===== src/sv/voxel_face_cull_mesher_assert.svh =====
// Assertion macros shared by the mesher modules.
`ifndef VOXEL_FACE_CULL_MESHER_ASSERT_SVH
`define VOXEL_FACE_CULL_MESHER_ASSERT_SVH

// Antecedent implies consequent in the same cycle.
`define VFCM_ASSERT_IMP(label, clk, rst_n, ante, cons, msg) \
    label: assert property (@(posedge clk) disable iff (!rst_n) (ante) |-> (cons)) \
        else $error(msg);

// Antecedent implies consequent in the following cycle.
`define VFCM_ASSERT_NXT(label, clk, rst_n, ante, cons, msg) \
    label: assert property (@(posedge clk) disable iff (!rst_n) (ante) |=> (cons)) \
        else $error(msg);

`endif


===== src/sv/vfcm_ram.sv =====
`timescale 1ns / 1ps
`default_nettype none

module vfcm_ram #(
    parameter int WIDTH = 8,
    parameter int DEPTH = 16
) (
    input  logic                     i_clk,
    input  logic                     i_we,
    input  logic [$clog2(DEPTH)-1:0] i_waddr,
    input  logic [WIDTH-1:0]         i_wdata,
    input  logic [$clog2(DEPTH)-1:0] i_raddr,
    output logic [WIDTH-1:0]         o_rdata
);

    logic [WIDTH-1:0] r_mem [DEPTH];
    logic [WIDTH-1:0] r_rdata;

    always_ff @(posedge i_clk) begin
        if (i_we) begin
            r_mem[i_waddr] <= i_wdata;
        end
        r_rdata <= r_mem[i_raddr];
    end

    assign o_rdata = r_rdata;

endmodule

`default_nettype wire


===== config.mk =====
export PLATFORM = sky130hd
export DESIGN_NAME = vfcm_ram
export DESIGN_NICKNAME = d
export VERILOG_FILES = /design/src/sv/voxel_face_cull_mesher_assert.svh /design/src/sv/vfcm_ram.sv
export SDC_FILE = /design/constraint.sdc
export NUM_CORES = 1
export LEC_CHECK = 0
export BUFFER_PORTS_ARGS = -buffer_cell sky130_fd_sc_hd__buf_2
export CELL_PAD_IN_SITES_DETAIL_PLACEMENT = 0
export CELL_PAD_IN_SITES_GLOBAL_PLACEMENT = 1
export CORE_UTILIZATION = 25
export CTS_CLUSTER_DIAMETER = 50
export DETAILED_ROUTE_END_ITERATION = 8
export PLACE_DENSITY = 0.48
export SETUP_SLACK_MARGIN = 0.5
export SYNTH_ARGS = -nofsm -noshare
export SYNTH_HDL_FRONTEND = slang
export SYNTH_SLANG_ARGS = --single-unit

===== constraint.sdc =====
create_clock -name i_clk -period 2.9 [get_ports i_clk]
set_input_delay 0.87 -clock i_clk [delete_from_list [all_inputs] [get_ports i_clk]]
set_output_delay 0.87 -clock i_clk [all_outputs]
set_load 0.01 [all_outputs]

==> results.sh <==
export IMPL_outcome="finished clean"
export IMPL_antenna_found_initial=0
export IMPL_post_place_ws_ns=0.456
export IMPL_crit_path_end_kind="flop"
export IMPL_numPortBuffers=25
export IMPL_yosysUniqueCellTypes=19
export IMPL_netSwitchingPower_mw=0.901
export IMPL_cts_made_buffers=17
export IMPL_arrival_ns=2.26
export IMPL_syn2layout_area_growth_pct=23.1
export IMPL_criticalPathCategory="input pin to flop"
export IMPL_cts_setup_buffers=0
export IMPL_cts_hold_buffers=0
export IMPL_cts_tree="built"
export IMPL_drt_initial_drc_count=133
export IMPL_fmax_mhz=508
export IMPL_io_pins=26
export IMPL_grt_max_degree=33
export IMPL_yosysTopAreaCellShare_pct=74.7
export IMPL_totalWireLength_um=10700
export IMPL_cp_max_fo=32
export IMPL_synthesis_nets=247
export IMPL_power_share_switching_pct=19.1
export IMPL_gp_congestion=0.669
export IMPL_power_density_nw_per_um2=746
export IMPL_synth_cells=229
export IMPL_finalMaxSlewViolations=0
export IMPL_comb_power_share_pct=4.4
export IMPL_fin_setup_tns_ns=0
export IMPL_cp_cell_sequence="buf_2 > buf_12 > mux4_1 > a22oi_1 > nand2_1"
export IMPL_syn_area_um2=5150
export IMPL_startpoint_type="input pin"
export IMPL_finClkSkew_ns=0.00644
export IMPL_firstDrtPassIters=4
export IMPL_cts_resized=0
export IMPL_syn_avg_cell_area_um2=22.5
export IMPL_fin_util_pct=31.3
export IMPL_viasPerCell=4.23
export IMPL_antenna_cells=0
export IMPL_min_period_ns=1.97
export IMPL_min_path_cells=3
export IMPL_globalRouteOverflowTotal=0
export IMPL_grt_pass1_vias=2586
export IMPL_ir_drop_mv=0.348
export IMPL_ant_nets=0
export IMPL_synth_area_top_cells="edfxtp_1 75%, mux4_2 7.9%, mux4_1 7.1%"
export IMPL_drcViolationCount=0
export IMPL_grt_pass1_wl_um=16000
export IMPL_coreArea_um2=20200
export IMPL_timing_final_crit_share_pct=67.9
export IMPL_hold_viol=0
export IMPL_crit_required_ns=3.19
export IMPL_h_tree_depth=4
export IMPL_tightest_slew_ns=0.502
export IMPL_ys_seq_elements=136
export IMPL_worstSkewPairLatency_ns=0.41
export IMPL_intPower_mw=3.83
export IMPL_num_vias=2397
export IMPL_max_stage_delay_ns=0.63
export IMPL_setup_viol=0
export IMPL_wire_per_inst_um=18.9
export IMPL_die_area_um2=21200
export IMPL_slew_headroom_pct=66.5
export IMPL_crit_slowest_cell="mux4_1"
export IMPL_ctsLongestPathBuffers=2
export IMPL_r2r_slack_ns=1.51
export IMPL_setup_ws_ns=0.932
export IMPL_path_clk_slew_ns=0.06
export IMPL_num_rows=52
export IMPL_yosys_area_top_type="edfxtp_1"
export IMPL_seqPwrFrac_pct=46.8
export IMPL_cellLeakagePower_nw=2.12
export IMPL_die_y_um=145
export IMPL_ys_warn_count=0
export IMPL_rsz0062_at_grt="false"
export IMPL_drive_gt1_share_pct=32.0
export IMPL_hp_class="flop to flop"
export IMPL_clock_root_buffer="clkbuf_16"
export IMPL_r2r_cells=3
export IMPL_dp_hpwl_um=6630
export IMPL_grt_use_total_pct=10.9
export IMPL_cap_violations=0
export IMPL_cts_sinks=136
export IMPL_die_w_um=145
export IMPL_clockPowerShare_pct=48.8
export IMPL_ys_seq_area_share_pct=77.8
export IMPL_fin_nets=302
export IMPL_initial_core_util_pct=25.4
==> metal layers <==
layer	up-vias	global-route usage (%)	share of wire (%)
met3	8	3.35	5.7
li1	1085	-	-
met5	-	0	0
met1	1239	13.8	44
met2	65	17.3	50
met4	0	4.58	1.1
==> registers in the layout, summed over array words and instances, names as in the netlist <==
register / flops
o_rdata: 8
r_mem: 128
==> power groups by stage <==
stage                     clock (mW)  sequential (mW)  combinational (mW)
after floorplan                    0             2.25               0.112
final                           2.31             2.21               0.208
after global placement             0             2.25               0.212
after detailed placement           0             2.25               0.214
after global routing            2.44             2.22               0.228
after CTS                       2.36             2.21               0.215
==> critical path, delay by kind of cell <==
kind / cells / cell delay, ns
AO/OA/AOI/OAI: 1 / 0.29
buffers and inverters: 2 / 0.36
AND/OR/NAND/NOR: 1 / 0.09
multiplexers: 1 / 0.63
==> logic make-up (layout without fill, tap and decap cells) <==
family | Yosys count | after routing | synth area share, %
AND/OR/NAND/NOR | 35 | 35 | 3.18
flip-flops | 136 | 136 | 77.8
AO/OA/AOI/OAI | 16 | 16 | 2.33
multiplexers | 32 | 32 | 15.0
buffers and inverters | 10 | 78 | 1.68
==> path summary, 6_finish.rpt <==
path / to / startpoint
setup / recovery: o_rdata[3] / i_raddr[0]
hold / removal: o_rdata[4] / r_mem[4][4]
setup reg to reg: o_rdata[3] / r_mem[1][3]
hold reg to reg: o_rdata[4] / r_mem[4][4]
==> stage by stage <==
| step | power, mW | area, um^2 | hold slack, ns | instances |
|---|---|---|---|---|
| floorplan | 2.37 | 5150 | 0.629 | 229 |
| global placement | 2.47 | 5690 | 0.650 | 535 |
| detailed placement | 2.47 | 5690 | 0.659 | 535 |
| CTS | 4.79 | 6340 | 0.675 | 567 |
| global route | 4.88 | 6340 | 0.704 | 567 |
| finish | 4.73 | 6340 | 0.670 | 567 |
==> placed cells by master (no fill, tap or decap), types with 3 or more instances in the layout <==
master	Yosys	routed
dfxtp_1	8	8
buf_2	3	25
bufinv_16	0	5
nor2_1	13	13
clkinv_2	0	3
edfxtp_1	128	128
a22oi_1	16	16
buf_4	1	20
mux4_1	14	14
clkbuf_16	0	17
mux4_2	18	18
nor3_1	4	4
nand2_1	9	9
==> cell type report <==
type / instances / area, um^2
Fill cell: 1948 / 13900
Clock buffer: 19 / 443
Tap cell: 270 / 338
Timing Repair Buffer: 46 / 295
Clock inverter: 13 / 201
Multi-Input combinational cell: 83 / 1060
Sequential cell: 136 / 4000
==> synthesized netlist by cell type (all sizes together) <==
cell type,instances
a22oi,16
and2,1
and2b,1
buf,7
clkdlybuf4s25,3
dfxtp,8
edfxtp,128
mux4,32
nand2,9
nand2b,2
nand3,1
nand3b,2
nor2,13
nor2b,1
nor3,4
or3b,1
(Power assumes the default switching activity.)
