### config.mk
export PLATFORM = sky130hd
export DESIGN_NAME = vfcm_front_flat
export DESIGN_NICKNAME = d
export VERILOG_FILES = /design/src/sv/voxel_face_cull_mesher_assert.svh /design/src/sv/vfcm_pkg.sv /design/src/sv/vfcm_if.sv /design/src/sv/vfcm_front.sv /design/src/flat_wrapper.sv
export SDC_FILE = /design/constraint.sdc
export NUM_CORES = 1
export LEC_CHECK = 0
export ABC_AREA = 1
export BUFFER_PORTS_ARGS = -buffer_cell sky130_fd_sc_hd__buf_2
export CAP_MARGIN = 20
export CORE_MARGIN = 5
export CORE_UTILIZATION = 35
export CTS_BUF_LIST = sky130_fd_sc_hd__clkbuf_16
export CTS_CLUSTER_DIAMETER = 120
export DETAILED_ROUTE_END_ITERATION = 6
export GPL_TIMING_DRIVEN = 0
export SYNTH_ARGS = -nofsm -noshare
export SYNTH_HDL_FRONTEND = slang
export SYNTH_SLANG_ARGS = --single-unit
### constraint.sdc
create_clock -name i_clk -period 4.1 [get_ports i_clk]
set_input_delay 0.82 -clock i_clk [delete_from_list [all_inputs] [get_ports i_clk]]
set_output_delay 0.82 -clock i_clk [all_outputs]
set_load 0.005 [all_outputs]
### src/sv/voxel_face_cull_mesher_assert.svh
// Assertion macros shared by the mesher modules.
`ifndef VOXEL_FACE_CULL_MESHER_ASSERT_SVH
`define VOXEL_FACE_CULL_MESHER_ASSERT_SVH

// Antecedent implies consequent in the same cycle.
`define VFCM_ASSERT_IMP(label, clk, rst_n, ante, cons, msg) \
    label: assert property (@(posedge clk) disable iff (!rst_n) (ante) |-> (cons)) \
        else $error(msg);

// Antecedent implies consequent in the following cycle.
`define VFCM_ASSERT_NXT(label, clk, rst_n, ante, cons, msg) \
    label: assert property (@(posedge clk) disable iff (!rst_n) (ante) |=> (cons)) \
        else $error(msg);

`endif

### src/sv/vfcm_pkg.sv
`timescale 1ns / 1ps
`default_nettype none

package vfcm_pkg;

    localparam int EDGE_DEF = 32;

    localparam int KIND_W  = 2;
    localparam int COORD_W = 5;
    localparam int VERT_W  = 6;
    localparam int FACE_W  = 3;
    localparam int NORM_W  = 30;
    localparam int COUNT_W = 18;
    localparam int NFACE   = 6;

    localparam int QDEPTH = 4;
    localparam int QAW    = $clog2(QDEPTH);

    localparam logic [KIND_W-1:0] KIND_WRITE = 2'd0;
    localparam logic [KIND_W-1:0] KIND_MESH  = 2'd1;
    localparam logic [KIND_W-1:0] KIND_CLEAR = 2'd2;

    localparam logic [FACE_W-1:0] FACE_NX = 3'd0;
    localparam logic [FACE_W-1:0] FACE_PX = 3'd1;
    localparam logic [FACE_W-1:0] FACE_NY = 3'd2;
    localparam logic [FACE_W-1:0] FACE_PY = 3'd3;
    localparam logic [FACE_W-1:0] FACE_NZ = 3'd4;
    localparam logic [FACE_W-1:0] FACE_PZ = 3'd5;

    // corner offsets as {x, y, z}, four per face in emission order
    localparam logic [2:0] CORNER_TAB [NFACE][4] = '{
        '{3'b000, 3'b010, 3'b011, 3'b001},
        '{3'b101, 3'b111, 3'b110, 3'b100},
        '{3'b000, 3'b001, 3'b101, 3'b100},
        '{3'b010, 3'b110, 3'b111, 3'b011},
        '{3'b100, 3'b110, 3'b010, 3'b000},
        '{3'b001, 3'b011, 3'b111, 3'b101}
    };

    typedef struct packed {
        logic               clr;
        logic [COORD_W-1:0] x;
        logic [COORD_W-1:0] y;
        logic [COORD_W-1:0] z;
        logic [NFACE-1:0]   mask;
    } t_job;

    typedef struct packed {
        logic full;
        logic empty;
    } t_q_stat;

    function automatic logic [NORM_W-1:0] face_normal(input logic [FACE_W-1:0] f);
        logic [NORM_W-1:0] n;
        unique case (f)
            FACE_NX: n = 30'h0000_0200;
            FACE_PX: n = 30'h0000_01ff;
            FACE_NY: n = 30'h0008_0000;
            FACE_PY: n = 30'h0007_fc00;
            FACE_NZ: n = 30'h2000_0000;
            FACE_PZ: n = 30'h1ff0_0000;
            default: n = '0;
        endcase
        return n;
    endfunction

    function automatic logic [2:0] corner_off(input logic [FACE_W-1:0] f,
                                              input logic [1:0] v);
        logic [2:0] o;
        o = '0;
        if (f <= FACE_PZ) begin
            o = CORNER_TAB[f][v];
        end
        return o;
    endfunction

    // lowest pending face, which keeps the -x .. +z order
    function automatic logic [FACE_W-1:0] first_face(input logic [NFACE-1:0] m);
        logic [FACE_W-1:0] f;
        f = FACE_NX;
        for (int i = NFACE - 1; i >= 0; i--) begin
            if (m[i]) begin
                f = FACE_W'(i);
            end
        end
        return f;
    endfunction

endpackage

`default_nettype wire

### src/sv/vfcm_if.sv
`timescale 1ns / 1ps
`default_nettype none

interface vfcm_in_if import vfcm_pkg::*; ();
    logic               valid;
    logic               ready;
    logic [KIND_W-1:0]  kind;
    logic [COORD_W-1:0] vox_x;
    logic [COORD_W-1:0] vox_y;
    logic [COORD_W-1:0] vox_z;
    logic               filled;

    modport source (output valid, kind, vox_x, vox_y, vox_z, filled, input ready);
    modport sink   (input valid, kind, vox_x, vox_y, vox_z, filled, output ready);
endinterface


`default_nettype wire

### src/sv/vfcm_front.sv
`timescale 1ns / 1ps
`default_nettype none

module vfcm_front import vfcm_pkg::*; #(
    parameter int EDGE = EDGE_DEF
) (
    input  logic                          i_clk,
    input  logic                          i_rst_n,
    vfcm_in_if.sink                       i_vox,
    input  t_q_stat                       i_q_stat,
    output logic                          o_push,
    output t_job                          o_job,
    output logic                          o_we,
    output logic [2*$clog2(EDGE)-1:0]     o_waddr,
    output logic [EDGE-1:0]               o_wdata,
    output logic [2*$clog2(EDGE)-1:0]     o_raddr,
    input  logic [EDGE-1:0]               i_rdata
);

    localparam int CW  = $clog2(EDGE);
    localparam int RAW = 2 * CW;
    localparam logic [COORD_W+1:0] EDGE_V = (COORD_W + 2)'(EDGE);

    localparam logic [2:0] S_INIT = 3'd0;
    localparam logic [2:0] S_IDLE = 3'd1;
    localparam logic [2:0] S_WRD  = 3'd2;
    localparam logic [2:0] S_WWB  = 3'd3;
    localparam logic [2:0] S_MESH = 3'd4;
    localparam logic [2:0] S_PUSH = 3'd5;

    logic [2:0]         r_state;
    logic [RAW-1:0]     r_clr_addr;
    logic [COORD_W-1:0] r_x;
    logic [COORD_W-1:0] r_y;
    logic [COORD_W-1:0] r_z;
    logic               r_fill;
    logic [2:0]         r_step;
    logic               r_solid;
    logic [NFACE-1:0]   r_mask;

    logic           w_acc;
    logic           w_inr;
    logic [CW-1:0]  w_cx;
    logic [CW-1:0]  w_cy;
    logic [CW-1:0]  w_cz;
    logic           w_x_lo;
    logic           w_x_hi;
    logic           w_y_lo;
    logic           w_y_hi;
    logic           w_z_lo;
    logic           w_z_hi;
    logic           w_bz;
    logic           w_bzm;
    logic           w_bzp;
    logic           w_emit;
    logic [EDGE-1:0] w_row_mod;

    assign w_acc = i_vox.valid && i_vox.ready;
    assign w_inr = ({2'b00, i_vox.vox_x} < EDGE_V) && ({2'b00, i_vox.vox_y} < EDGE_V)
                && ({2'b00, i_vox.vox_z} < EDGE_V);

    assign w_cx = CW'(r_x);
    assign w_cy = CW'(r_y);
    assign w_cz = CW'(r_z);

    // neighbour inside the chunk on each side
    assign w_x_lo = (r_x != '0);
    assign w_y_lo = (r_y != '0);
    assign w_z_lo = (r_z != '0);
    assign w_x_hi = (({2'b00, r_x} + (COORD_W + 2)'(1)) < EDGE_V);
    assign w_y_hi = (({2'b00, r_y} + (COORD_W + 2)'(1)) < EDGE_V);
    assign w_z_hi = (({2'b00, r_z} + (COORD_W + 2)'(1)) < EDGE_V);

    assign w_bz  = i_rdata[w_cz];
    assign w_bzm = i_rdata[w_cz - CW'(1)];
    assign w_bzp = i_rdata[w_cz + CW'(1)];

    always_comb begin
        w_row_mod       = i_rdata;
        w_row_mod[w_cz] = r_fill;
    end

    // rows: centre, x-1, x+1, y-1, y+1
    always_comb begin
        unique case (r_step)
            3'd1:    o_raddr = {w_cx - CW'(1), w_cy};
            3'd2:    o_raddr = {w_cx + CW'(1), w_cy};
            3'd3:    o_raddr = {w_cx, w_cy - CW'(1)};
            3'd4:    o_raddr = {w_cx, w_cy + CW'(1)};
            default: o_raddr = {w_cx, w_cy};
        endcase
    end

    assign o_we    = (r_state == S_INIT) || (r_state == S_WWB);
    assign o_waddr = (r_state == S_INIT) ? r_clr_addr : {w_cx, w_cy};
    assign o_wdata = (r_state == S_INIT) ? '0 : w_row_mod;

    assign i_vox.ready = (r_state == S_IDLE) && !i_q_stat.full;

    assign w_emit = r_solid && (r_mask != '0);
    assign o_push = ((r_state == S_PUSH) && w_emit && !i_q_stat.full)
                 || (w_acc && (i_vox.kind == KIND_CLEAR));
    assign o_job.clr  = (r_state == S_IDLE);
    assign o_job.x    = r_x;
    assign o_job.y    = r_y;
    assign o_job.z    = r_z;
    assign o_job.mask = r_mask;

    always_ff @(posedge i_clk) begin
        if (!i_rst_n) begin
            r_state    <= S_INIT;
            r_clr_addr <= '0;
            r_step     <= '0;
        end else begin
            unique case (r_state)
                S_INIT: begin
                    r_clr_addr <= r_clr_addr + RAW'(1);
                    if (&r_clr_addr) begin
                        r_state <= S_IDLE;
                    end
                end
                S_IDLE: begin
                    r_step <= '0;
                    if (w_acc && w_inr) begin
                        priority if (i_vox.kind == KIND_MESH) begin
                            r_state <= S_MESH;
                        end else if (i_vox.kind == KIND_WRITE) begin
                            r_state <= S_WRD;
                        end else begin
                            r_state <= S_IDLE;
                        end
                    end
                end
                S_WRD: r_state <= S_WWB;
                S_WWB: r_state <= S_IDLE;
                S_MESH: begin
                    r_step <= r_step + 3'd1;
                    if (r_step == 3'd5) begin
                        r_state <= S_PUSH;
                    end
                end
                S_PUSH: begin
                    if (!w_emit || !i_q_stat.full) begin
                        r_state <= S_IDLE;
                    end
                end
                default: r_state <= S_IDLE;
            endcase
        end
    end

    // payload: latch the item, then gather neighbour bits one row a cycle
    always_ff @(posedge i_clk) begin
        if (w_acc) begin
            r_x    <= i_vox.vox_x;
            r_y    <= i_vox.vox_y;
            r_z    <= i_vox.vox_z;
            r_fill <= i_vox.filled;
        end
        if (r_state == S_MESH) begin
            unique case (r_step)
                3'd1: begin
                    r_solid   <= w_bz;
                    r_mask[4] <= !w_z_lo || !w_bzm;
                    r_mask[5] <= !w_z_hi || !w_bzp;
                end
                3'd2:    r_mask[0] <= !w_x_lo || !w_bz;
                3'd3:    r_mask[1] <= !w_x_hi || !w_bz;
                3'd4:    r_mask[2] <= !w_y_lo || !w_bz;
                3'd5:    r_mask[3] <= !w_y_hi || !w_bz;
                default: r_solid   <= r_solid;
            endcase
        end
    end

endmodule

`default_nettype wire

### src/flat_wrapper.sv
// flat-port wrapper written by rule: the top's interface ports become plain ports
module vfcm_front_flat import vfcm_pkg::*;
#(
    parameter int EDGE = EDGE_DEF
)
  (i_clk, i_rst_n, i_q_stat, o_push, o_job, o_we, o_waddr, o_wdata, o_raddr, i_rdata, i_vox_valid, i_vox_kind, i_vox_vox_x, i_vox_vox_y, i_vox_vox_z, i_vox_filled, i_vox_ready);
  vfcm_in_if i_vox_i ();
  input  logic i_clk;
  input  logic i_rst_n;
  input  t_q_stat i_q_stat;
  output logic o_push;
  output t_job o_job;
  output logic o_we;
  output logic [2*$clog2(EDGE)-1:0] o_waddr;
  output logic [EDGE-1:0] o_wdata;
  output logic [2*$clog2(EDGE)-1:0] o_raddr;
  input  logic [EDGE-1:0] i_rdata;
  input wire logic [$bits(i_vox_i.valid)-1:0] i_vox_valid;
  input wire logic [$bits(i_vox_i.kind)-1:0] i_vox_kind;
  input wire logic [$bits(i_vox_i.vox_x)-1:0] i_vox_vox_x;
  input wire logic [$bits(i_vox_i.vox_y)-1:0] i_vox_vox_y;
  input wire logic [$bits(i_vox_i.vox_z)-1:0] i_vox_vox_z;
  input wire logic [$bits(i_vox_i.filled)-1:0] i_vox_filled;
  output wire logic [$bits(i_vox_i.ready)-1:0] i_vox_ready;
  assign i_vox_i.valid = i_vox_valid;
  assign i_vox_i.kind = i_vox_kind;
  assign i_vox_i.vox_x = i_vox_vox_x;
  assign i_vox_i.vox_y = i_vox_vox_y;
  assign i_vox_i.vox_z = i_vox_vox_z;
  assign i_vox_i.filled = i_vox_filled;
  assign i_vox_ready = i_vox_i.ready;
  vfcm_front #(.EDGE(EDGE)) u_core (.i_clk(i_clk), .i_rst_n(i_rst_n), .i_vox(i_vox_i), .i_q_stat(i_q_stat), .o_push(o_push), .o_job(o_job), .o_we(o_we), .o_waddr(o_waddr), .o_wdata(o_wdata), .o_raddr(o_raddr), .i_rdata(i_rdata));
endmodule
==> impl_metrics.ini <==
[hold_path]
hp-class = reg -> reg

[sta]
skew_ps = 3.517
worst_pin_slew_ps = 609.3
period_minus_slack_ps = 3481
fmax_mhz = 287.3
final_hold_viol_count = 0
fin_crit_sh_pct = 84.89
drv_slew = 0
fin_setup_tns_ps = 0
rsz0062_at_grt = false
slew_headroom_pct = 59.33
finalSetupViolations = 0

[global_route]
met2_usage_pct = 33.33
met3_usage_pct = 6.266
met1_usage_pct = 31.19
grt_pass1_vias = 4515
grt-busiest-layer = met2
antenna_found_initial = 0
grtUsageTotal_pct = 21.94
grt-ovfl-total = 0
grt_first_pass_wirelength_um = 23210
grt_max_degree = 17

[finish]
drive_above_1_share_pct = 26.06
layout_commonest_cell = nand2_1
syn_to_final_growth_pct = 24.49
nFillCells = 1196
nets = 825
diodes = 0
mostFrequentLayoutCells = 172 x nand2_1, 140 x buf_2, 82 x nand3_1, 53 x inv_1, 48 x a21oi_1

[floorplan]
core_um2 = 10940
die_h_um = 116.0
dieArea_um2 = 13460
fp-row-count = 38
die_width_um = 116.0
start_util_pct = 35.97
io_pins = 132

[cts]
clockBufferDepth = 2
cts_tree = yes
clock_sinks = 39
htreeDepth = 2
root_buffer = clkbuf_16
numCtsBuffers = 5
post_cts_buffers = 0
cts_hold_buf = 0
clk_latency_ps = 280
cts_resized = 0
clk_pin_slew_ps = 60

[power_and_ir_drop]
totalPowerFinal_w = 0.0008708
p_leak_nw = 2.311
vdd_drop_max_mv = 0.1676
power_density_nw_per_um2 = 177.8

[worst_setup_path]
worstPathCellList = buf_6 -> inv_2 -> buf_4 -> ha_1 -> clkbuf_1 -> clkbuf_1 -> nand3_1 -> a21oi_1 -> buf_2
cp-start-kind = flop
slowest_stage = edfxtp_1
crit_path_frequent_cell = clkbuf_1
critPathMaxStageDelay_ps = 470
critical_path_class = reg -> out
cp.arrival_ps = 2660
end_kind = output port
cp.required_ps = 3280
crit_fanout = 12

[synth]
syn_area_per_cell_um2 = 6.407
ys_async_sr_fraction_pct = 0
synthFlopType = edfxtp_1
synth_simple_gate_area_share_pct = 37.98
yosys.area_share.adder_pct = 6.425
synth_xor_area_share_pct = 2.195
synth_top_family_by_area = simple AND/OR/NAND/NOR gates
synth_area_um2 = 3934
yosys_register_bits = 39
synthCells = 614
synth_compound_area_share_pct = 17.14
synth_fp_nets = 688
synth-edff-count = 23
ys_seq_area_share_pct = 25.70
synth.area.mux_share_pct = 0
ys_types = 40
yosysWarnings = 0

[place]
place_hpwl_um = 12140
io_buffers = 130
gp_congestion = 0.9752

[route]
vias = 4697
ant_nets = 0
drtIter0Drc = 437
drc = 0
via_per_inst = 5.266
wl_um = 14700
drt-pass1-iter-count = 5
avgRoutedWirePerCell_um = 16.48

[flow_run]
maxCapViolCount = 0

[run_status]
outcome = finished, final reports clean
[critical path, delay by kind of cell, from the launching register on]
kind,cells,cell delay [ps]
compound gates,1,200
buf+inv,6,1410
flops,1,470
simple gates,1,130
fa+ha+maj,1,160
[kinds of logic after synthesis]
family,Yosys count
buffers and inverters,91
and+or+nand+nor,334
DFF,39
adders and majority gates,19
AOI/OAI and AO/OA,122
xor gates and xnor gates,9
[metal layers]
metal	up-vias	share of wire, %
li1	2325	-
met1	2143	45
met2	205	44
met3	24	8.8
met4	0	1.6
met5	-	0
[path summary, 6_finish.rpt]
check / end / cells after the start / slack (ps) / start
hold reg to reg: u_core.r_clr_addr[1] / 2 / 500 / u_core.r_clr_addr[1]
hold / removal: u_core.r_clr_addr[1] / 2 / 500 / u_core.r_clr_addr[1]
setup reg to reg: u_core.r_mask[5] / 11 / 1550 / u_core.r_z[1]
setup / recovery: o_wdata[26] / 9 / 620 / u_core.r_z[0]
[cell usage after synthesis, drive strengths merged, types with 5 or more instances]
cell type    n  share of area [%]
a21oi       49                6.3
a311oi       6                1.3
buf         19                3.6
clkbuf       7               0.67
dfxtp       16                8.1
edfxtp      23                 18
ha          17                5.4
inv         62                6.0
nand2      177                 17
nand3       83                 11
nor2        56                7.0
nor3         9                1.4
o211ai       6                1.1
o21ai       54                7.1
or2          5               0.80
xor2         7                1.6
[through the flow]
stage,area [um2],hold WS [ps],utilization [%],instances,setup slack (ps)
global route,4897,524.3,44.78,892,441.2
finish,4897,497.1,44.78,892,619.4
floorplan,3934,455.5,-,614,1515
global placement,4760,477.9,43.52,884,953.2
CTS,4897,496.1,44.78,892,679.8
detailed placement,4760,485.5,43.52,884,995.2
[registers in the layout, summed over array words and instances, names as in the netlist]
signal             cells
u_core.r_clr_addr     10
u_core.r_fill          1
u_core.r_mask          6
u_core.r_solid         1
u_core.r_state         3
u_core.r_step          3
u_core.r_x             5
u_core.r_y             5
u_core.r_z             5
[where the power goes]
group	leakage, nW	internal (W)	switching [W]
Combinational	1.90	0.0000341	0.0000484
Clock	0.0762	0.000220	0.000150
Sequential	0.339	0.000416	0.00000224
Total	2.31	0.000670	0.000201
[final cells by class]
cell class                 instances  area, um2  share of cell area, %
inverter                          65      249.0                  5.084
tap                              140      175.2                  3.577
clock inverter                     3      12.51                 0.2555
timing repair buffer             130      650.6                  13.29
clock buffer                       5      125.1                  2.555
multi-input combinational        484       2507                  51.20
sequential                        39       1011                  20.64
buffer                            26      166.4                  3.398
(Power assumes the default switching activity.)
