<file path="config.mk">
export PLATFORM = sky130hd
export DESIGN_NAME = vfcm_queue
export DESIGN_NICKNAME = d
export VERILOG_FILES = /design/src/sv/vfcm_pkg.sv /design/src/sv/vfcm_queue.sv
export VERILOG_INCLUDE_DIRS = /design/src /design/src/sv
export SDC_FILE = /design/constraint.sdc
export NUM_CORES = 1
export LEC_CHECK = 0
export BUFFER_PORTS_ARGS = -buffer_cell sky130_fd_sc_hd__clkbuf_2
export CAP_MARGIN = 20
export CELL_PAD_IN_SITES_DETAIL_PLACEMENT = 0
export CELL_PAD_IN_SITES_GLOBAL_PLACEMENT = 2
export CORE_ASPECT_RATIO = 0.6
export CORE_MARGIN = 1.5
export CORE_UTILIZATION = 28
export CTS_BUF_LIST = sky130_fd_sc_hd__clkbuf_8 sky130_fd_sc_hd__clkbuf_16
export DETAILED_ROUTE_END_ITERATION = 12
export GPL_ROUTABILITY_DRIVEN = 0
export PLACE_DENSITY = 0.57
export SYNTH_ARGS = -nofsm -noshare
export SYNTH_HDL_FRONTEND = slang
export SYNTH_SLANG_ARGS = --single-unit
</file>
<file path="constraint.sdc">
create_clock -name i_clk -period 1.9 [get_ports i_clk]
set_input_delay 0.38 -clock i_clk [delete_from_list [all_inputs] [get_ports i_clk]]
set_output_delay 0.38 -clock i_clk [all_outputs]
set_load 0.05 [all_outputs]
</file>
<file path="src/sv/voxel_face_cull_mesher_assert.svh">
// Assertion macros shared by the mesher modules.
`ifndef VOXEL_FACE_CULL_MESHER_ASSERT_SVH
`define VOXEL_FACE_CULL_MESHER_ASSERT_SVH

// Antecedent implies consequent in the same cycle.
`define VFCM_ASSERT_IMP(label, clk, rst_n, ante, cons, msg) \
    label: assert property (@(posedge clk) disable iff (!rst_n) (ante) |-> (cons)) \
        else $error(msg);

// Antecedent implies consequent in the following cycle.
`define VFCM_ASSERT_NXT(label, clk, rst_n, ante, cons, msg) \
    label: assert property (@(posedge clk) disable iff (!rst_n) (ante) |=> (cons)) \
        else $error(msg);

`endif

</file>
<file path="src/sv/vfcm_pkg.sv">
`timescale 1ns / 1ps
`default_nettype none

package vfcm_pkg;

    localparam int EDGE_DEF = 32;

    localparam int KIND_W  = 2;
    localparam int COORD_W = 5;
    localparam int VERT_W  = 6;
    localparam int FACE_W  = 3;
    localparam int NORM_W  = 30;
    localparam int COUNT_W = 18;
    localparam int NFACE   = 6;

    localparam int QDEPTH = 4;
    localparam int QAW    = $clog2(QDEPTH);

    localparam logic [KIND_W-1:0] KIND_WRITE = 2'd0;
    localparam logic [KIND_W-1:0] KIND_MESH  = 2'd1;
    localparam logic [KIND_W-1:0] KIND_CLEAR = 2'd2;

    localparam logic [FACE_W-1:0] FACE_NX = 3'd0;
    localparam logic [FACE_W-1:0] FACE_PX = 3'd1;
    localparam logic [FACE_W-1:0] FACE_NY = 3'd2;
    localparam logic [FACE_W-1:0] FACE_PY = 3'd3;
    localparam logic [FACE_W-1:0] FACE_NZ = 3'd4;
    localparam logic [FACE_W-1:0] FACE_PZ = 3'd5;

    // corner offsets as {x, y, z}, four per face in emission order
    localparam logic [2:0] CORNER_TAB [NFACE][4] = '{
        '{3'b000, 3'b010, 3'b011, 3'b001},
        '{3'b101, 3'b111, 3'b110, 3'b100},
        '{3'b000, 3'b001, 3'b101, 3'b100},
        '{3'b010, 3'b110, 3'b111, 3'b011},
        '{3'b100, 3'b110, 3'b010, 3'b000},
        '{3'b001, 3'b011, 3'b111, 3'b101}
    };

    typedef struct packed {
        logic               clr;
        logic [COORD_W-1:0] x;
        logic [COORD_W-1:0] y;
        logic [COORD_W-1:0] z;
        logic [NFACE-1:0]   mask;
    } t_job;

    typedef struct packed {
        logic full;
        logic empty;
    } t_q_stat;

    function automatic logic [NORM_W-1:0] face_normal(input logic [FACE_W-1:0] f);
        logic [NORM_W-1:0] n;
        unique case (f)
            FACE_NX: n = 30'h0000_0200;
            FACE_PX: n = 30'h0000_01ff;
            FACE_NY: n = 30'h0008_0000;
            FACE_PY: n = 30'h0007_fc00;
            FACE_NZ: n = 30'h2000_0000;
            FACE_PZ: n = 30'h1ff0_0000;
            default: n = '0;
        endcase
        return n;
    endfunction

    function automatic logic [2:0] corner_off(input logic [FACE_W-1:0] f,
                                              input logic [1:0] v);
        logic [2:0] o;
        o = '0;
        if (f <= FACE_PZ) begin
            o = CORNER_TAB[f][v];
        end
        return o;
    endfunction

    // lowest pending face, which keeps the -x .. +z order
    function automatic logic [FACE_W-1:0] first_face(input logic [NFACE-1:0] m);
        logic [FACE_W-1:0] f;
        f = FACE_NX;
        for (int i = NFACE - 1; i >= 0; i--) begin
            if (m[i]) begin
                f = FACE_W'(i);
            end
        end
        return f;
    endfunction

endpackage

`default_nettype wire

</file>
<file path="src/sv/vfcm_queue.sv">
`timescale 1ns / 1ps
`default_nettype none
`include "voxel_face_cull_mesher_assert.svh"

module vfcm_queue import vfcm_pkg::*; (
    input  logic    i_clk,
    input  logic    i_rst_n,
    input  logic    i_push,
    input  t_job    i_job,
    input  logic    i_pop,
    output t_job    o_head,
    output t_q_stat o_stat
);

    t_job            r_mem [QDEPTH];
    logic [QAW-1:0]  r_wp;
    logic [QAW-1:0]  r_rp;
    logic [QAW:0]    r_cnt;

    assign o_stat.full  = (r_cnt == (QAW + 1)'(QDEPTH));
    assign o_stat.empty = (r_cnt == '0);
    assign o_head       = r_mem[r_rp];

    always_ff @(posedge i_clk) begin
        if (!i_rst_n) begin
            r_wp  <= '0;
            r_rp  <= '0;
            r_cnt <= '0;
        end else begin
            if (i_push) begin
                r_wp <= r_wp + QAW'(1);
            end
            if (i_pop) begin
                r_rp <= r_rp + QAW'(1);
            end
            unique case ({i_push, i_pop})
                2'b10:   r_cnt <= r_cnt + (QAW + 1)'(1);
                2'b01:   r_cnt <= r_cnt - (QAW + 1)'(1);
                default: r_cnt <= r_cnt;
            endcase
        end
    end

    always_ff @(posedge i_clk) begin
        if (i_push) begin
            r_mem[r_wp] <= i_job;
        end
    end

    `VFCM_ASSERT_IMP(a_push_not_full, i_clk, i_rst_n, i_push, !o_stat.full, "push into full queue")
    `VFCM_ASSERT_IMP(a_pop_not_empty, i_clk, i_rst_n, i_pop, !o_stat.empty, "pop from empty queue")

endmodule

`default_nettype wire

</file>
==> impl_metrics.toml, run 1 <==
[run_status]
outcome = "finished, violations left"
violations = "setup timing"

[timing]
rsz0062_at_grt = "true"
slew_headroom_pct = 81.4
hold_viol = 0
period_share_pct = 108
setup_viol = 22
fin_skew_ps = 6.29
tightest_slew_ps = 280
timing.hold.ws_ps = 255
slew_viol_final = 0
fmax_mhz = 487
fin_crit_ps = 2050
setup_ws_ps = -152

[die]
io_pins = 50
die-area_um2 = 13700
start_util_pct = 29.4
core_um2 = 12300
die_height_um = 91.2
rows = 31
die_w_um = 150

[worst_setup_path]
cp.arrival_ps = 1670
critPathCaptureType = "output pin"
cp_max_fo = 7
r2r-end = "r_cnt[2]$_SDFFE_PN0P_"
cp_data_required_time_ps = 1520
r2r-start = "r_cnt[0]$_SDFFE_PN0P_"
crit_type = "reg2out"
rrSetupSlack_ps = 330
start_kind = "flop"
reg2regPathDepth = 5

[grt]
grt.overflow.total = 0
grt_max_degree = 18
track_usage_pct = 10.7
grt_first_pass_wirelength_mm = 10.3
grt_pass1_vias = 1811
antenna_found_initial = 0

[clocking]
clkSinkCount = 97
clock_latency_ps = 340
clk_pin_slew_ps = 70
hold_buffers = 0
cts_root_buffer = "clkbuf_16"
cts.path.max_buffers = 2
cts_tree = "yes"
htree_levels = 3
cts_made_buffers = 9

[power]
internal-power_uw = 4030
ir_drop_v = 0.000452
powerDensity_nw_per_um2 = 1120
p_total_uw = 5380
clkPwrFrac_pct = 36.0
switchingPower_uw = 1350
pwr-share-comb_pct = 17.8
sequentialPowerShare_pct = 46.2
p_leak_uw = 0.00168
p_sw_share_pct = 25.1

[synth]
synth.yosys.seq_area_share_pct = 77.8
synth.cell_area_um2 = 3630
syn_inst = 160
yosys_warnings = 0
ys_async_sr_fraction_pct = 0
synth_cell_type_count = 20
synth_area_leaders = "edfxtp_1 (73%), mux4_2 (12%), dfxtp_1 (5.0%)"
synth_nets = 192
yosysTopAreaCellShare_pct = 72.8
syn_avg_cell_area_um2 = 22.7
yosys-top-cells-count = "edfxtp_1 (88), mux4_2 (20), and2_1 (10), dfxtp_1 (9), inv_1 (6)"
yosysTopAreaCell = "edfxtp_1"
yosysMostFrequentCell = "edfxtp_1"
ys_seq_elements = 97
synth-edff-count = 88
synth_flop_cell = "edfxtp_1"

[cells_and_area]
layout.nets = 264
diodes = 0
fin_area_um2 = 4780
fillers = 1135
area_growth_pct = 31.8
drive_gt1_share_pct = 43.5
finalNonFillerCells = 402

[placement]
pre_cts_ws_ps = 107
dpl-instance-area_um2 = 4220
dp_hpwl_mm = 4.43
io_buffers = 49
dp.cells = 383

[min_path]
worstHoldPathCells = 1
hold_start = "i_job[13]"
hp-class = "in2reg"
holdPathEnd = "r_mem[2][13]$_DFFE_PP_"

[routing]
drtAntennaViolNets = 0
drc = 0
wirelength_mm = 6.73
vias = 1713
drtPass1Iterations = 4
wl_per_cell_um = 16.8
routed_via_density = 4.26
dr.first_iter.drc_count = 101

[job]
cap_violations = 0
==> state kept, by name, indices dropped and copies added (netlist names), named ones only <==
name / cells
r_mem: 88
r_rp: 2
r_wp: 2
r_cnt: 3
==> final cells by class <==
| cell class | count | area [um^2] | area share [%] |
|---|---|---|---|
| clock buffer | 9 | 225 | 4.71 |
| sequential | 97 | 2830 | 59.1 |
| inverter | 6 | 22.5 | 0.471 |
| tap | 165 | 206 | 4.32 |
| clock inverter | 7 | 101 | 2.12 |
| multi-input combinational | 53 | 743 | 15.5 |
| timing repair buffer | 65 | 658 | 13.8 |
==> power by group through the flow <==
stage          Sequential (uW)  Clock, uW  Combinational, uW
6_report                  2480       1940                958
5_1_grt                   2500       2080               1010
4_1_cts                   2480       2000                927
3_5_place_dp              2530          0                796
3_3_place_gp              2530          0                794
2_1_floorplan             2520          0                546
==> per-stage QoR <==
| step | util [%] | setup TNS, ps |
|---|---|---|
| finish | 38.8 | -2290 |
| global route | 38.8 | -3560 |
| CTS | 38.5 | -3090 |
| detailed placement | 34.2 | 0 |
| global placement | 34.2 | 0 |
| floorplan | - | 0 |
==> routing by layer <==
| layer | share of wire (%) | wire length (um) | global-route usage [%] |
|---|---|---|---|
| met1 | 48 | 3220 | 14.6 |
| met2 | 44 | 2970 | 15.0 |
| met3 | 6.8 | 457 | 4.92 |
| met4 | 1.4 | 91 | 3.68 |
| met5 | 0 | 0 | 0 |
==> cell families (layout without fill, tap and decap cells) <==
family | after synthesis | after routing | share of synthesized area (%)
flops | 97 | 97 | 77.8
xor+xnor | 5 | 5 | 1.21
fa+ha+maj | 6 | 6 | 2.28
compound gates | 3 | 3 | 0.483
buf+inv | 10 | 87 | 1.52
simple gates | 16 | 16 | 2.59
mux | 23 | 23 | 14.1
==> how the worst max path moves through the flow <==
stage / start / endpoint / slack [ps] / depth (start not counted)
floorplan: r_cnt[1]$_SDFFE_PN0P_ / o_stat[0] / 120 / 1
global placement: i_pop / r_cnt[2]$_SDFFE_PN0P_ / 110 / 7
detailed placement: i_push / r_cnt[2]$_SDFFE_PN0P_ / 110 / 8
CTS: flop / o_head[17] / -180 / 3
global route: flop / o_head[17] / -200 / 3
finish: flop / o_head[17] / -150 / 3
==> critical path, stage by stage (launching register included) <==
cell,delay [ps]
dfxtp_4,430
buf_12,160
mux4_2,560
buf_8,180
==> repair_timing <==
| item | CTS | global route |
|---|---|---|
| cloned | 1 | 0 |
| pin swaps | 0 | 0 |
| setup buffers | 2 | 0 |
| endpoints found under the setup margin | 22 | 22 |
| resized for setup | 44 | 20 |
==> cells in the final DEF (no fill, tap or decap) <==
cell type / instances
a21boi_0: 1
buf_12: 6
clkinv_4: 1
xnor2_1: 2
and2_1: 10
inv_6: 2
nor2b_1: 1
bufinv_16: 2
ha_1: 5
nand2_1: 2
dfxtp_1: 8
and3_1: 1
buf_16: 1
or3_1: 1
nor3_1: 1
mux2i_1: 1
inv_1: 7
mux4_2: 22
buf_4: 12
xor2_1: 3
clkbuf_16: 9
inv_8: 1
buf_8: 19
dfxtp_4: 1
o21ai_0: 2
fa_1: 1
clkbuf_2: 27
edfxtp_1: 88
Note: power is estimated with default switching activity, not from simulation.
==> run 2: changes to the inputs <==
- CORE_ASPECT_RATIO: 0.6 -> not set
- CORE_UTILIZATION: 28 -> 43
- PLACE_DENSITY: 0.57 -> 0.8
==> impl_metrics.toml, run 2 (synthesis results as in run 1) <==
[run_status]
outcome = "finished, violations left"
violations = "setup timing"

[routing]
dr.first_iter.drc_count = 97
drtPass1Iterations = 4
wl_per_cell_um = 17.3
wirelength_mm = 5.86
drc = 0
routed_via_density = 4.91
drtAntennaViolNets = 0
vias = 1660

[timing]
fin_skew_ps = 9.36
slew_viol_final = 0
tightest_slew_ps = 306
period_share_pct = 107
hold_viol = 0
slew_headroom_pct = 79.6
setup_viol = 22
rsz0062_at_grt = "true"
fmax_mhz = 491
fin_crit_ps = 2040
setup_ws_ps = -136

[clocking]
htree_levels = 3
clkSinkCount = 97
cts.path.max_buffers = 2
clk_pin_slew_ps = 90
cts_root_buffer = "clkbuf_8"
cts_tree = "yes"
cts_setup_buffers = 0
clock_latency_ps = 360
cts_made_buffers = 9
hold_buffers = 0

[cells_and_area]
layout.nets = 260
largest_reg_flops = 88
final_cell_mix = "edfxtp_1 (88), clkbuf_2 (27), mux4_2 (22), buf_8 (22), and2_1 (10)"
final_core_util_pct = 55.5
top_register = "r_mem"
diodes = 0
drive_gt1_share_pct = 42.5
area_growth_pct = 25.0
largestRegisters = "r_mem (88), r_cnt (3)"
mostFrequentLayoutCell = "edfxtp_1"

[power]
ir_drop_v = 0.000488
powerDensity_nw_per_um2 = 1020
p_total_uw = 4610
p_leak_uw = 0.00159

[die]
core_um2 = 8180
rows = 33
start_util_pct = 44.4
io_pins = 50
die_w_um = 94.9
die-area_um2 = 9000
die_height_um = 94.9

[worst_setup_path]
critPathCaptureType = "output pin"
crit_path_top_delay_cell = "mux4_2"
start_kind = "flop"
cp_data_required_time_ps = 1520
cp.arrival_ps = 1660
path_delay_family = "multiplexers"
r2r-end = "r_cnt[2]$_SDFFE_PN0P_"
r2r-start = "r_cnt[0]$_SDFFE_PN0P_"
crit_buf_inv = 2
crit_type = "reg2out"
reg2regPathDepth = 5
crit_chain = "buf_16, mux4_2, buf_8"
cp_max_fo = 11
max_stage_delay_ps = 530
rrSetupSlack_ps = 340

[min_path]
hold_start = "i_job[4]"
hp-class = "in2reg"
worstHoldPathCells = 1
holdPathEnd = "r_mem[2][4]$_DFFE_PP_"

[grt]
antenna_found_initial = 0
grt_pass1_vias = 1767
track_usage_pct = 14.9
grt_max_degree = 23
grt_first_pass_wirelength_mm = 9.36
grt.overflow.total = 0

[placement]
io_buffers = 49
dp_hpwl_mm = 3.74

[job]
cap_violations = 0
## run 2: worst max path at each step
stage / from / endpoint / slack [ps] / depth (start not counted)
after floorplan: r_cnt[1]$_SDFFE_PN0P_ / o_stat[0] / 120 / 1
after global placement: i_push / r_cnt[2]$_SDFFE_PN0P_ / 120 / 8
after detailed placement: i_push / r_cnt[2]$_SDFFE_PN0P_ / 80 / 8
after CTS: flop / o_head[4] / -180 / 3
after global routing: flop / o_head[4] / -220 / 3
final: flop / o_head[4] / -140 / 3
## run 2: cell type report
cell class	instances	area, um^2
Timing Repair Buffer	61	633
Clock buffer	9	124
Fill cell	643	3640
Sequential cell	97	2830
Tap cell	105	131
Inverter	6	22.5
Clock inverter	7	53.8
Multi-Input combinational cell	53	743
## run 2: routing by layer
layer / track usage, % / wire length [um] / vias up
li1: - / - / 777
met3: 4.11 / 265 / 9
met5: 0 / 0 / -
met1: 18.9 / 2510 / 827
met4: 6.34 / 103 / 0
met2: 24.2 / 2980 / 47
## run 2: stage by stage
step | TNS [ps] | instance area, um^2 | worst slack, ps | cells | hold WS [ps]
global route | -4070 | 4530 | -217 | 338 | 219
floorplan | 0 | 3630 | 123 | 160 | 473
detailed placement | 0 | 4090 | 79.1 | 320 | 506
global placement | 0 | 4090 | 117 | 320 | 496
finish | -2580 | 4530 | -136 | 338 | 234
CTS | -3580 | 4510 | -184 | 338 | 218
## run 2: worst register-to-register path: cells and delay by family, from the launching register on
| family | cells | cell delay, ps |
|---|---|---|
| XOR/XNOR | 1 | 160 |
| buffers and inverters | 1 | 80 |
| AO/OA/AOI/OAI | 1 | 150 |
| flip-flops | 1 | 370 |
| AND/OR/NAND/NOR | 1 | 300 |
| adder cells (fa/ha/maj) | 1 | 430 |
## run 2: timing repair
action | in CTS | in global routing
resized for setup | 49 | 22
endpoints found under the setup margin | 22 | 22
hold endpoints to repair | 0 | 0
cloned | 2 | 0
## run 2: power breakdown
| part | leakage (uW) | switching [uW] | internal [uW] | total (uW) |
|---|---|---|---|---|
| logic | 0.000609 | 524 | 406 | 931 |
| clock network | 0.0000937 | 705 | 492 | 1200 |
| registers | 0.000883 | 40.3 | 2440 | 2480 |
==> run 3: changes to the inputs <==
- RECOVER_POWER: not set -> 25
==> impl_metrics.toml, run 3 (synthesis results as in run 1) <==
[routing]
drtAntennaViolNets = 0
routed_via_density = 4.93
dr.first_iter.drc_count = 104
vias = 1665
drc = 0
wirelength_mm = 5.88
drtPass1Iterations = 4
wl_per_cell_um = 17.4

[worst_setup_path]
cp_data_required_time_ps = 1520
crit_path_top_delay_cell = "mux4_2"
crit_buf_inv = 2
cp.arrival_ps = 1650
path_delay_family = "multiplexers"
max_stage_delay_ps = 530
crit_chain = "buf_16, mux4_2, buf_8"
cp_max_fo = 11
start_kind = "flop"
critPathCaptureType = "output pin"
crit_type = "reg2out"

[clocking]
cts_root_buffer = "clkbuf_8"
clock_latency_ps = 360
cts_tree = "yes"
cts_made_buffers = 9
hold_buffers = 0
clk_pin_slew_ps = 90
clkSinkCount = 97
htree_levels = 3
cts_setup_buffers = 0
cts.path.max_buffers = 2

[die]
start_util_pct = 44.4
io_pins = 50
core_um2 = 8180
die_height_um = 94.9
die-area_um2 = 9000
die_w_um = 94.9
rows = 33

[cells_and_area]
mostFrequentLayoutCell = "edfxtp_1"
diodes = 0
fin_area_um2 = 4520
top_register = "r_mem"
largestRegisters = "r_mem (88), r_cnt (3)"
fillers = 651
drive_gt1_share_pct = 36.1
layout.nets = 260
area_growth_pct = 24.4
largest_reg_flops = 88
final_cell_mix = "edfxtp_1 (88), mux4_2 (22), buf_8 (22), clkbuf_1 (15), clkbuf_2 (12)"

[timing]
fin_crit_ps = 2030
finalSetupTns_ps = -2550
rsz0062_at_grt = "true"
hold_viol = 0
slew_viol_final = 0
setup_viol = 22
period_share_pct = 107
setup_ws_ps = -135
fmax_mhz = 492
fin_skew_ps = 9.81
slew_headroom_pct = 79.5
tightest_slew_ps = 307

[job]
cap_violations = 0

[grt]
track_usage_pct = 14.9
grt.overflow.total = 0
grt_first_pass_wirelength_mm = 9.36
grt_max_degree = 23
grt_pass1_vias = 1767
antenna_found_initial = 0

[run_status]
outcome = "finished, violations left"
violations = "setup timing"

[power]
switchingPower_uw = 1270
p_sw_share_pct = 27.6
powerDensity_nw_per_um2 = 1020
pwr-share-comb_pct = 20.1
ir_drop_v = 0.000488
clkPwrFrac_pct = 26.0
internal-power_uw = 3330
sequentialPowerShare_pct = 53.9
p_leak_uw = 0.00154

[placement]
dpl-instance-area_um2 = 4090
io_buffers = 49
dp_hpwl_mm = 3.74

[min_path]
hp-class = "in2reg"
==> run 3: cell types whose count changed in the layout (fill, tap and decap cells not counted) <==
cell	before	now
clkbuf_2	27	12
clkbuf_1	0	15
==> run 3: repair_timing <==
item,in CTS,in global routing
endpoints found under the hold margin,0,0
resized for setup,49,22
gates cloned,2,0
setup endpoints to repair,22,22
==> run 3: final timing paths <==
check	cells after the start	from	to	slack (ps)
setup reg to reg	5	r_cnt[0]$_SDFFE_PN0P_	r_cnt[2]$_SDFFE_PN0P_	340
hold reg to reg	2	r_cnt[2]$_SDFFE_PN0P_	r_cnt[2]$_SDFFE_PN0P_	510
setup / recovery	3	flop	o_head[4]	-130
hold / removal	1	i_job[18]	r_mem[3][18]$_DFFE_PP_	250
==> run 3: layout make-up <==
cell class                      count  area [um^2]  area share [%]
Sequential cell                    97         2830            62.6
Multi-Input combinational cell     53          743            16.5
Timing Repair Buffer               61          614            13.6
Tap cell                          105          131            2.91
Clock buffer                        9          124            2.74
Clock inverter                      7         53.8            1.19
Inverter                            6         22.5           0.499
==> run 3: worst register-to-register path, delay by kind of cell, from the launching register on <==
kind	cells	cell delay (ps)
AO/OA/AOI/OAI	1	150
flip-flops	1	370
buffers and inverters	1	80
AND/OR/NAND/NOR	1	300
adder cells (fa/ha/maj)	1	430
XOR/XNOR	1	160
==> run 3: power groups by stage <==
stage | combinational [uW] | sequential [uW] | clock, uW
floorplan | 546 | 2520 | 0
global placement | 739 | 2520 | 0
detailed placement | 747 | 2520 | 0
CTS | 896 | 2480 | 1230
global route | 981 | 2490 | 1320
finish | 927 | 2480 | 1200
==> run 3: per-layer routing <==
metal | wire length [um] | part of all wire [%] | track usage (%) | vias up
li1 | - | - | - | 777
met1 | 2540 | 43 | 18.9 | 838
met2 | 3020 | 51 | 24.2 | 41
met3 | 226 | 3.8 | 4.11 | 9
met4 | 90 | 1.5 | 6.34 | 0
met5 | 0 | 0 | 0 | -
==> run 3: through the flow <==
| step | setup slack [ps] | instances | util (%) | hold slack, ps | total power (uW) |
|---|---|---|---|---|---|
| 3_5_place_dp | 79.1 | 320 | 50.0 | 506 | 3270 |
| 2_1_floorplan | 123 | 160 | - | 473 | 3060 |
| 4_1_cts | -184 | 338 | 55.1 | 218 | 4610 |
| 3_3_place_gp | 117 | 320 | 50.0 | 496 | 3260 |
| 6_report | -135 | 338 | 55.2 | 249 | 4600 |
| 5_1_grt | -217 | 338 | 55.2 | 242 | 4790 |
